--- config.mk ---
export PLATFORM = sky130hd
export DESIGN_NAME = arp_cache_with_ttl_aging
export DESIGN_NICKNAME = d
export VERILOG_FILES = /design/src/rtl/core/arpc_pkg.sv /design/src/rtl/core/arp_cache_with_ttl_aging.sv
export VERILOG_INCLUDE_DIRS = /design/src /design/src/rtl/core
export SDC_FILE = /design/constraint.sdc
export NUM_CORES = 2
export LEC_CHECK = 0
export ABC_CLOCK_PERIOD_IN_PS = 5300
export BUFFER_PORTS_ARGS = -buffer_cell sky130_fd_sc_hd__buf_2
export CAP_MARGIN = 20
export CORE_MARGIN = 1.5
export CORE_UTILIZATION = 61
export DETAILED_ROUTE_END_ITERATION = 8
export PLACE_DENSITY = 0.81
export RECOVER_POWER = 25
export SYNTH_ARGS = -nofsm -noshare
export SYNTH_HDL_FRONTEND = slang
export SYNTH_SLANG_ARGS = --single-unit
--- constraint.sdc ---
create_clock -name clk -period 5.3 [get_ports clk]
set_input_delay 1.59 -clock clk [delete_from_list [all_inputs] [get_ports clk]]
set_output_delay 1.59 -clock clk [all_outputs]
set_load 0.05 [all_outputs]
--- src/rtl/core/arp_cache_with_ttl_aging_macros.svh ---
// ----------------------------------------------------------------------------
// ARP cache assertion macros
// Concurrent assertion wrappers, empty when SYNTHESIS is defined.
// ----------------------------------------------------------------------------
`ifndef ARP_CACHE_WITH_TTL_AGING_MACROS_SVH
`define ARP_CACHE_WITH_TTL_AGING_MACROS_SVH

`ifndef SYNTHESIS
// Check that a property holds on every clock edge outside reset
`define ARPC_ASSERT(lbl, clk, rst_n, prop, msg) \
	lbl: assert property (@(posedge clk) disable iff (!(rst_n)) (prop)) else $error(msg);
// Check that an expression is never true outside reset
`define ARPC_ASSERT_NEVER(lbl, clk, rst_n, expr, msg) \
	lbl: assert property (@(posedge clk) disable iff (!(rst_n)) !(expr)) else $error(msg);
`else
`define ARPC_ASSERT(lbl, clk, rst_n, prop, msg)
`define ARPC_ASSERT_NEVER(lbl, clk, rst_n, expr, msg)
`endif

`endif

--- src/rtl/core/arpc_pkg.sv ---
`timescale 1ns / 1ps
// ----------------------------------------------------------------------------
// ARP cache package
// Command, outcome and register codes, protocol constants and reset values.
// ----------------------------------------------------------------------------
package arpc_pkg;

	localparam logic [1:0] CMD_TICK   = 2'd0;
	localparam logic [1:0] CMD_LOOKUP = 2'd1;
	localparam logic [1:0] CMD_FRAME  = 2'd2;

	localparam logic [2:0] OUT_TICK_DONE = 3'd0;
	localparam logic [2:0] OUT_NOT_ARP   = 3'd1;
	localparam logic [2:0] OUT_ARP_DONE  = 3'd2;
	localparam logic [2:0] OUT_REPLY     = 3'd3;
	localparam logic [2:0] OUT_HIT       = 3'd4;
	localparam logic [2:0] OUT_MISS      = 3'd5;

	localparam logic [1:0] CFG_LOCAL_IP      = 2'd0;
	localparam logic [1:0] CFG_LOCAL_MAC     = 2'd1;
	localparam logic [1:0] CFG_TICKS_PER_AGE = 2'd2;
	localparam logic [1:0] CFG_MAX_TTL       = 2'd3;

	localparam logic [15:0] ETHERTYPE_ARP = 16'h0806;
	localparam logic [7:0]  OP_REQUEST    = 8'h01;
	localparam logic [7:0]  OP_REPLY      = 8'h02;
	localparam logic [47:0] MAC_BCAST     = 48'hFFFF_FFFF_FFFF;

	localparam logic [15:0] RST_TICKS_PER_AGE = 16'd60000;
	localparam logic [14:0] RST_MAX_TTL       = 15'd10;
	localparam logic [15:0] RST_TTL           = 16'hFEFE;
	localparam logic [31:0] RST_IP            = 32'hFEFE_FEFE;
	localparam logic [47:0] RST_MAC           = 48'hFEFE_FEFE_FEFE;

endpackage

--- src/rtl/core/arp_cache_with_ttl_aging.sv ---
`timescale 1ns / 1ps
// ----------------------------------------------------------------------------
// ARP cache with TTL aging
// IP-to-MAC table with signed time-to-live per entry, timer aging, lookup,
// reply learning and local request answering, scanned one entry per cycle.
// ----------------------------------------------------------------------------
// Usage: present a command with start high; it is taken on a clock edge where
// busy is low. Every transaction yields exactly one result, shown on outcome,
// mac_out and ip_out for a single cycle while done is high. There is no way
// to hold a result off: capture it in the cycle that done is high. A tick that
// does not end the aging period, a frame that is not ARP and any ARP frame
// other than a reply give their result on the cycle after start and never
// raise busy. Work that touches the table goes through one entry comparator,
// which reads one entry per cycle: a tick that ends the aging period visits
// every entry, a lookup scans down from the top entry to the first live entry
// holding the key or through entry 0 on a miss, and an ARP reply scans to an
// entry with the same IP or through entry 0, then writes the chosen entry.
// Configuration writes are always accepted (cfg_ready is tied high) and belong only in idle periods.
// ----------------------------------------------------------------------------
`include "arp_cache_with_ttl_aging_macros.svh"

module arp_cache_with_ttl_aging
	import arpc_pkg::*;
#(
	parameter int TABLE_ENTRIES = 8
) (
	input  logic        clk,
	input  logic        arst_n,
	// command transaction
	input  logic        start,
	output logic        busy,
	input  logic [1:0]  command,
	input  logic [31:0] lookup_ip,
	input  logic [15:0] ether_type,
	input  logic [7:0]  opcode_low,
	input  logic [47:0] frame_src_mac,
	input  logic [47:0] sender_mac,
	input  logic [31:0] sender_ip,
	input  logic [31:0] target_ip,
	// result strobe
	output logic        done,
	output logic [2:0]  outcome,
	output logic [47:0] mac_out,
	output logic [31:0] ip_out,
	// configuration write channel
	input  logic        cfg_valid,
	output logic        cfg_ready,
	input  logic [1:0]  cfg_index,
	input  logic [47:0] cfg_data
);

	localparam int IDX_W = (TABLE_ENTRIES > 1) ? $clog2(TABLE_ENTRIES) : 1;
	localparam logic [IDX_W-1:0] IDX_TOP = IDX_W'(TABLE_ENTRIES - 1);

	typedef enum logic [2:0] {
		ST_IDLE,
		ST_AGE,
		ST_LOOKUP,
		ST_LEARN,
		ST_LEARN_WR
	} state_t;

	// Configuration registers
	logic [31:0] local_ip_q;
	logic [47:0] local_mac_q;
	logic [15:0] ticks_per_age_q;
	logic [14:0] max_ttl_q;

	// Table storage
	logic signed [15:0] entry_ttl_q [TABLE_ENTRIES];
	logic [31:0]        entry_ip_q  [TABLE_ENTRIES];
	logic [47:0]        entry_mac_q [TABLE_ENTRIES];

	// Sequencer state
	state_t             state_q;
	logic [IDX_W-1:0]   idx_q;
	logic [15:0]        age_q;
	logic [31:0]        key_q;
	logic [47:0]        store_mac_q;
	logic signed [15:0] lowest_q;
	logic [IDX_W-1:0]   chosen_q;
	logic               chosen_vld_q;

	// Registered result
	logic        done_q;
	logic [2:0]  outcome_q;
	logic [47:0] mac_out_q;
	logic [31:0] ip_out_q;

	// Shared entry compare unit
	logic signed [15:0] cur_ttl;
	logic [47:0]        cur_mac;
	logic               ip_eq;
	logic               live;
	logic               last;
	logic               below;
	logic signed [15:0] ttl_reload;
	logic [15:0]        age_dec;

	// Table write port
	logic               we_ttl;
	logic               we_pair;
	logic [IDX_W-1:0]   wa;
	logic signed [15:0] wd_ttl;

	logic accept;

	assign accept    = start && (state_q == ST_IDLE);
	assign busy      = (state_q != ST_IDLE);
	assign cfg_ready = 1'b1;
	assign done      = done_q;
	assign outcome   = outcome_q;
	assign mac_out   = mac_out_q;
	assign ip_out    = ip_out_q;

	// Read the entry under the scan index and compare it once per cycle
	always_comb begin
		cur_ttl    = entry_ttl_q[idx_q];
		cur_mac    = entry_mac_q[idx_q];
		ip_eq      = (entry_ip_q[idx_q] == key_q);
		live       = (cur_ttl > 16'sd0);
		below      = (cur_ttl <= lowest_q);
		last       = (idx_q == '0);
		ttl_reload = $signed({1'b0, max_ttl_q});
		age_dec    = age_q - 16'd1;
	end

	// Select the single table write of this cycle
	always_comb begin
		we_ttl  = 1'b0;
		we_pair = 1'b0;
		wa      = idx_q;
		wd_ttl  = ttl_reload;
		case (state_q)
			ST_AGE: begin
				we_ttl = live;
				wd_ttl = cur_ttl - 16'sd1;
			end
			ST_LOOKUP: begin
				we_ttl = ip_eq && live;
			end
			ST_LEARN_WR: begin
				we_ttl  = chosen_vld_q;
				we_pair = chosen_vld_q;
				wa      = chosen_q;
			end
			default: begin
				we_ttl = 1'b0;
			end
		endcase
	end

	// Configuration registers
	always_ff @(posedge clk or negedge arst_n) begin
		if (!arst_n) begin
			local_ip_q      <= '0;
			local_mac_q     <= '0;
			ticks_per_age_q <= RST_TICKS_PER_AGE;
			max_ttl_q       <= RST_MAX_TTL;
		end else if (cfg_valid && cfg_ready) begin
			case (cfg_index)
				CFG_LOCAL_IP:      local_ip_q      <= cfg_data[31:0];
				CFG_LOCAL_MAC:     local_mac_q     <= cfg_data;
				CFG_TICKS_PER_AGE: ticks_per_age_q <= cfg_data[15:0];
				CFG_MAX_TTL:       max_ttl_q       <= cfg_data[14:0];
				default:           local_ip_q      <= local_ip_q;
			endcase
		end
	end

	// Table entries, reset to the invalid pattern
	always_ff @(posedge clk or negedge arst_n) begin
		if (!arst_n) begin
			for (int i = 0; i < TABLE_ENTRIES; i++) begin
				entry_ttl_q[i] <= RST_TTL;
				entry_ip_q[i]  <= RST_IP;
				entry_mac_q[i] <= RST_MAC;
			end
		end else begin
			if (we_ttl) begin
				entry_ttl_q[wa] <= wd_ttl;
			end
			if (we_pair) begin
				entry_ip_q[wa]  <= key_q;
				entry_mac_q[wa] <= store_mac_q;
			end
		end
	end

	// Sequencer and registered result
	always_ff @(posedge clk or negedge arst_n) begin
		if (!arst_n) begin
			state_q      <= ST_IDLE;
			idx_q        <= '0;
			age_q        <= RST_TICKS_PER_AGE;
			key_q        <= '0;
			store_mac_q  <= '0;
			lowest_q     <= '0;
			chosen_q     <= '0;
			chosen_vld_q <= 1'b0;
			done_q       <= 1'b0;
			outcome_q    <= OUT_TICK_DONE;
			mac_out_q    <= '0;
			ip_out_q     <= '0;
		end else begin
			done_q <= 1'b0;
			case (state_q)
				ST_IDLE: begin
					if (accept) begin
						idx_q     <= IDX_TOP;
						outcome_q <= OUT_TICK_DONE;
						mac_out_q <= '0;
						ip_out_q  <= '0;
						case (command)
							CMD_TICK: begin
								// Reload on expiry, then age every entry
								if (age_dec == 16'd0) begin
									age_q   <= ticks_per_age_q;
									state_q <= ST_AGE;
								end else begin
									age_q  <= age_dec;
									done_q <= 1'b1;
								end
							end
							CMD_LOOKUP: begin
								key_q   <= lookup_ip;
								state_q <= ST_LOOKUP;
							end
							CMD_FRAME: begin
								if (ether_type != ETHERTYPE_ARP) begin
									outcome_q <= OUT_NOT_ARP;
									done_q    <= 1'b1;
								end else if (opcode_low == OP_REPLY) begin
									key_q        <= sender_ip;
									store_mac_q  <= sender_mac;
									lowest_q     <= ttl_reload;
									chosen_vld_q <= 1'b0;
									state_q      <= ST_LEARN;
								end else if (opcode_low == OP_REQUEST &&
								             target_ip == local_ip_q) begin
									outcome_q <= OUT_REPLY;
									mac_out_q <= frame_src_mac;
									ip_out_q  <= sender_ip;
									done_q    <= 1'b1;
								end else begin
									outcome_q <= OUT_ARP_DONE;
									done_q    <= 1'b1;
								end
							end
							default: begin
								done_q <= 1'b1;
							end
						endcase
					end
				end
				ST_AGE: begin
					idx_q <= idx_q - 1'b1;
					if (last) begin
						done_q  <= 1'b1;
						state_q <= ST_IDLE;
					end
				end
				ST_LOOKUP: begin
					idx_q <= idx_q - 1'b1;
					if (ip_eq && live) begin
						outcome_q <= OUT_HIT;
						mac_out_q <= cur_mac;
						done_q    <= 1'b1;
						state_q   <= ST_IDLE;
					end else if (last) begin
						outcome_q <= OUT_MISS;
						mac_out_q <= MAC_BCAST;
						ip_out_q  <= key_q;
						done_q    <= 1'b1;
						state_q   <= ST_IDLE;
					end
				end
				ST_LEARN: begin
					idx_q <= idx_q - 1'b1;
					if (ip_eq) begin
						// Same IP wins outright
						chosen_q     <= idx_q;
						chosen_vld_q <= 1'b1;
						state_q      <= ST_LEARN_WR;
					end else begin
						// Lowest TTL so far, ties going to the lower index
						if (below) begin
							lowest_q     <= cur_ttl;
							chosen_q     <= idx_q;
							chosen_vld_q <= 1'b1;
						end
						if (last) begin
							state_q <= ST_LEARN_WR;
						end
					end
				end
				ST_LEARN_WR: begin
					outcome_q <= OUT_ARP_DONE;
					done_q    <= 1'b1;
					state_q   <= ST_IDLE;
				end
				default: begin
					state_q <= ST_IDLE;
				end
			endcase
		end
	end

	`ARPC_ASSERT(a_done_follows_work, clk, arst_n, done |-> ($past(busy) || $past(start)), "result without a transaction")
	`ARPC_ASSERT_NEVER(a_done_not_busy, clk, arst_n, done && busy, "result shown while still busy")
	`ARPC_ASSERT(a_busy_from_accept, clk, arst_n, $rose(busy) |-> $past(start), "busy rose without a start")
	`ARPC_ASSERT(a_idx_in_range, clk, arst_n, busy |-> (int'(idx_q) < TABLE_ENTRIES), "scan index beyond the table")

endmodule
After elaboration in Yosys (flattened, before gate mapping)
Cells that the tools add are included.
Widths: inputs -> output; s select.
{"block": "op_classes", "n_bitwise": 3, "n_eq_ne": 30, "n_reduce_logical": 31, "add_sub_neg": 3, "magnitude_cmp": 5, "mux": 86}
{"cell": "$mux 48", "count": 10}
{"cell": "$bwmux 384", "count": 1}
{"cell": "$mux 32", "count": 12}
{"cell": "$bwmux 256", "count": 1}
{"cell": "$mux 16", "count": 11}
{"cell": "$bmux 48 s3", "count": 1}
{"cell": "$demux 48 s3", "count": 1}
{"cell": "$bwmux 128", "count": 1}
{"cell": "$pmux 32 s2", "count": 2}
{"cell": "$bmux 32 s3", "count": 1}
{"cell": "$demux 32 s3", "count": 1}
{"cell": "$pmux 48 s2", "count": 1}
{"cell": "$eq 32x32->1", "count": 2}
{"cell": "$bmux 16 s3", "count": 1}
{"cell": "$demux 16 s3", "count": 1}
{"cell": "$mux 3", "count": 15}
{"cell": "$pmux 16 s2", "count": 1}
{"cell": "$ne 3x3->1 const B", "count": 6}
{"cell": "$pmux 3 s3", "count": 2}
{"cell": "$gt 16x1->1 const B", "count": 1}
{"cell": "$le 16x16->1", "count": 1}
{"cell": "$logic_not 16->1", "count": 1}
{"cell": "$ne 16x12->1 const B", "count": 1}
{"cell": "$ne 2x2->1 const B", "count": 8}
{"cell": "other kinds (35)", "count": 75}
{"block": "word_totals", "output_inout_bits": 86, "wordCells": 197, "register_bits": 1037}

Longest topological paths before layout
{"block": "depth", "depth_word": 8, "depth_mapped": 19, "mapped_depth_nobuf": 13}

Worst setup path before layout
Ideal clock, no wire load.
{"block": "synth_path", "kind": "reg2reg", "start": "reg idx_q[0]", "end": "reg lowest_q[10]", "required_time_ns": 5.219, "arrival_time_ns": 4.535, "setup_ns": 0.081, "synth_period_minus_slack_ns": 4.616, "stages_incl_launch_ff": 19, "setup_slack_ns": 0.684, "n_path_buf": 6, "path_cell_list": "dfrtp_1 buf_6 buf_6 buf_4 buf_2 buf_2 mux4_2 mux2_2 ha_1 nor2b_1 o21a_1 o21a_1 o21ai_0 nand2b_1 a211oi_1 a311oi_1 o21ai_1 clkbuf_1 mux2i_1"}
{"block": "synth_between", "elab_chain_cells": 7, "word_cells_on_any_way": 15, "classes_between": "order compare: 1; eq/ne: 3; mux: 9; bitwise: 1; reduce/logical: 1"}
{"item": "from (decl)", "line_no": "arp_cache_with_ttl_aging.sv:76", "source": "logic [IDX_W-1:0] idx_q;"}
{"item": "from (signal assigned)", "line_no": "arp_cache_with_ttl_aging.sv:257", "source": "idx_q <= idx_q - 1'b1;"}
{"item": "from (signal assigned)", "line_no": "arp_cache_with_ttl_aging.sv:264", "source": "idx_q <= idx_q - 1'b1;"}
{"item": "from (signal assigned)", "line_no": "arp_cache_with_ttl_aging.sv:279", "source": "idx_q <= idx_q - 1'b1;"}
{"item": "$not 3->4 (not written as such) (*)", "line_no": "arp_cache_with_ttl_aging.sv:118, arp_cache_with_ttl_aging.sv:120"}
{"item": "$bmux 16 s3 or $bmux 32 s3 (tied branches)", "line_no": "arp_cache_with_ttl_aging.sv:118, arp_cache_with_ttl_aging.sv:120"}
{"item": "$mux 16 (not written as such) or $mux 32 (tied branches) (2 in series)", "line_no": "arp_cache_with_ttl_aging.sv:118, arp_cache_with_ttl_aging.sv:120"}
{"item": "$le 16x16->1, or another cell as far along", "line_no": "arp_cache_with_ttl_aging.sv:122", "source": "below = (cur_ttl <= lowest_q);"}
{"item": "$ne 2x2->1 (no source line) or $mux 16 (tied branches)"}
{"item": "$reduce_and 7->1 (no source line) or $pmux 16 s2 (tied branches)"}
{"item": "to (signal assigned)", "line_no": "arp_cache_with_ttl_aging.sv:236", "source": "lowest_q <= ttl_reload;"}
{"item": "to (signal assigned)", "line_no": "arp_cache_with_ttl_aging.sv:288", "source": "lowest_q <= cur_ttl;"}
{"item": "to (decl)", "line_no": "arp_cache_with_ttl_aging.sv:80", "source": "logic signed [15:0] lowest_q;"}
Mark *: on every way between the ends. The rest lies on a longest branch, timed or not. The select of a mux whose other input is x is not followed.
A chain may end at the register's enable or synchronous reset.

Worst setup path after layout
{"block": "layout_path", "start": "reg idx_q[0]", "end": "reg entry_ttl_q[24] (netlist bit)"}
{"block": "layout_between", "elab_chain_cells": 7, "word_cells_on_any_way": 21, "classes_between": "add/sub: 1; order compare: 3; eq/ne: 1; mux: 12; bitwise: 2; reduce/logical: 2"}
{"item": "$not 3->4 (not written as such) or $mux 3 (tied branches)", "line_no": "arp_cache_with_ttl_aging.sv:118, arp_cache_with_ttl_aging.sv:120, arp_cache_with_ttl_aging.sv:134"}
{"item": "$bmux 16 s3, or another cell as far along", "line_no": "arp_cache_with_ttl_aging.sv:118", "source": "cur_ttl = entry_ttl_q[idx_q];"}
{"item": "$mux 16 (not written as such), or another cell as far along (2 in series)", "line_no": "arp_cache_with_ttl_aging.sv:118"}
{"item": "$sub 16x2->16, or another cell as far along", "line_no": "arp_cache_with_ttl_aging.sv:137", "source": "wd_ttl = cur_ttl - 16'sd1;"}
{"item": "$mux 16, or another cell as far along", "line_no": "arp_cache_with_ttl_aging.sv:134", "source": "case (state_q)"}
{"item": "$bwmux 128 or $pmux 1 s3 (tied branches)", "line_no": "arp_cache_with_ttl_aging.sv:181, arp_cache_with_ttl_aging.sv:134"}
{"item": "to (signal, indexed assignment)", "line_no": "arp_cache_with_ttl_aging.sv:181", "source": "entry_ttl_q[wa] <= wd_ttl;"}
{"item": "to (decl)", "line_no": "arp_cache_with_ttl_aging.sv:70", "source": "logic signed [15:0] entry_ttl_q [TABLE_ENTRIES];"}
Several ways; a longest one is shown, not always the timed one. The select of a mux whose other input is x is not followed.

==> results.md <==
- Hold buffer count at CTS: 0
- Maximum vdd drop: 363 uV
- Post-Place Worst Slack: 0.378 ns
- TritonCTS clock tree: built
- First-pass GRT wire length: 176000 um
- Synth Net Count: 3763
- Worst Clk Skew: 0.0255 ns
- Sequential element share of the synthesized area: 0.545
- Placed Area: 52400 um^2
- Worst-Margin Slew: 2.92 ns
- Area growth syn-to-layout: 13.7%
- P_int: 17200 uW
- Cts bufs inserted: 106
- Synth area leader: dfstp_2
- Worst slew margin: -0.948
- Fin worst setup slack: 0.415 ns
- Run status: finished, violations left
- Post-cts gate resize count: 0
- Most used DFF post-synth: dfstp_2
- R2R Setup Slk: 0.41 ns
- Core Region: 79400 um^2
- Die X: 287 um
- Min cycle time layout: 4.89 ns
- Type of origin of the critical path: flop
- Hold/Removal Path Class: flop to flop
- Synthesized cell area: 49200 um^2
- Power density over cell area: 470 nW/um^2
- Grt total ovfl: 0
- Layout cells sized above 1: 0.621
- Initial DRC count: 1931
- Filler instances: 5268
- Avg Vias per Cell: 6.10
- WP data arrival: 5.42 ns
- Last element of the critical path: entry_ttl_q[24]
- Routed len/inst: 22.4 um
- Total of max-cap violations: 1
- Die area: 82400 um^2
- DRC: 0
- CTS Root Cell: clkbuf_16
- Crit Reg-Reg Endpoint: entry_ttl_q[24]
- Multi-input gate area: 21300 um^2
- Setup TNS Final: 0 ns
- Lkg Pwr: 0.0251 uW
- Worst-Skew Late Latency: 0.67 ns
- Vias in the first global route: 31.8k
- Total GRT Usage: 0.270
- Post-Layout Inst Area: 55900 um^2
- FF-to-FF Start: idx_q[0]
- Synth top area share: 0.367
- Crit-path max FO: 33
- Clock Sinks: 1037
- EDFF count, synth: 0
- Sw frac: 0.346
- Area contributors post-synth: dfstp_2, mux2_2, dfrtp_1
- CTS Buffer Depth: 3
- Die Height: 287 um
- Comb pwr share: 0.313
- Worst Setup SP: idx_q[0]
- Fmax achieved: 0.205 GHz
- Mapped Cells: 3466
- Violated checks: max-capacitance violations, max-slew violations
- # nets final: 4054
- Most common cell in the synthesized netlist: mux2_2
- Max Slew Vio Count: 100
- Setup crit end kind: flop
- Seq pwr share: 0.397
- Antenna Violating Nets Remaining: 0
- Most instantiated cells after synthesis: mux2_2, dfstp_2, dfrtp_1
- Kind of critical path: flop to flop
- Synth unique cells: 64
- Initial core utilization: 0.620
- Worst-case reg-to-reg path depth: 12
- RSZ-0062 raised after global routing: false
- Final hold vios: 0
- Largest net degree at the start of global routing: 110
- Clock power frac: 0.290
- Hpwl dp: 67100 um
- Setup Fix Bufs, Post-CTS: 0
- DRT Pass-1 Iters: 5
- Sw power: 9100 uW
- Final core occ: 0.705
- Final RePlAce weighted congestion: 0.857
- Syn avg cell area: 14.2 um^2
- Std-Cell Rows: 103
- Final setup fails: 0
- Synth warn: 0
- Synth Register Bits: 1037
- Pwr Total: 26300 uW
- Final Cycle Share: 0.922
- FF+latch area: 26800 um^2
- Initial antenna violation count: 1
- IO Port Bufs: 340
- Total vias in the final route: 29.9k
- Worst EP required: 5.84 ns
- Asr flop ratio synth: 1.00
- H-Tree Depth: 3
- I/O pin total: 358
- Worst-path clk slew: 0.06 ns
- Post-Route WL: 110000 um
## worst min path at each step
stage               from        end  slack (ns)  cells after the start
2_1_floorplan   age_q[9]   age_q[9]        0.47                      2
3_3_place_gp   ip_out[6]  ip_out[6]        0.46                      1
3_5_place_dp   ip_out[6]  ip_out[6]        0.47                      1
4_1_cts        ip_out[6]  ip_out[6]        0.48                      1
5_1_grt        ip_out[6]  ip_out[6]        0.50                      1
6_report       ip_out[6]  ip_out[6]        0.48                      1
## metal layers
metal | track usage | share of wire | up-vias
li1 | - | - | 13333
met1 | 0.372 | 0.44 | 15745
met2 | 0.453 | 0.50 | 675
met3 | 0.0423 | 0.045 | 149
met4 | 0.0664 | 0.018 | 2
met5 | 0 | 0.000064 | -
## cells by family after synthesis
| kind of cell | Yosys count | share of synthesized area |
|---|---|---|
| AOI/OAI and AO/OA | 394 | 0.0543 |
| xor gates and xnor gates | 67 | 0.0119 |
| adders and majority gates | 25 | 0.00636 |
| buffers and inverters | 291 | 0.0240 |
| DFF | 1037 | 0.545 |
| muxes | 1271 | 0.323 |
| other | 1 | 0.0000762 |
| and+or+nand+nor | 380 | 0.0351 |
## power groups by stage
stage | combinational, uW | sequential [uW] | clock [uW]
after floorplan | 5360 | 11000 | 0
after global placement | 8040 | 10500 | 0
after detailed placement | 8210 | 10500 | 0
after CTS | 8260 | 10400 | 7750
after global routing | 8900 | 10600 | 8070
final | 8230 | 10400 | 7620
## through the flow
stage                     hold WS [ns]  instances
after detailed placement         0.469       4698
after floorplan                  0.466       3466
after global routing             0.497       4901
after global placement           0.465       4698
after CTS                        0.483       4900
final                            0.480       4903
## layout make-up
class / count / area share
Sequential cell: 1037 / 0.479
Clock buffer: 167 / 0.0583
Timing Repair Buffer: 435 / 0.0485
Multi-Input combinational cell: 2138 / 0.381
Tap cell: 1050 / 0.0235
Antenna cell: 2 / 0.0000895
Clock inverter: 35 / 0.00649
Inverter: 39 / 0.00262
## state kept, by name, indices dropped and copies added (netlist names), 15 cells and up
register and count:
ip_out 32, age_q 16, key_q 32, mac_out 48
local_ip_q 32, max_ttl_q 15, entry_mac_q 384, store_mac_q 48
ticks_per_age_q 16, entry_ip_q 256, entry_ttl_q 128, lowest_q 16
## cell usage in the layout, fill, tap and decap left out, types with 24 or more instances in the layout
cell and count:
a211oi_1 47, a21o_1 54, a21oi_1 134, a22oi_1 34
a32o_1 32, buf_12 27, buf_2 338, buf_4 55
clkbuf_1 42, clkbuf_16 113, dfrtp_1 346, dfstp_2 688
ha_1 24, inv_1 38, mux2_2 906, mux2i_1 189
mux4_2 160, nand2_1 77, nor2_1 177, o21ai_0 32
xnor2_1 44
## critical path, cell delays in order (launching register included)
cell     delay (ns)
dfrtp_4        0.89
buf_12         0.25
mux4_2         0.51
mux2i_1        0.18
xnor2_1        0.09
nor4_1         0.63
nand2_1        0.09
or4_1          0.63
or3_1          0.54
buf_4          0.22
a21oi_4        0.18
buf_12         0.19
mux2_2         0.34
Power figures use the tool's default switching activity.
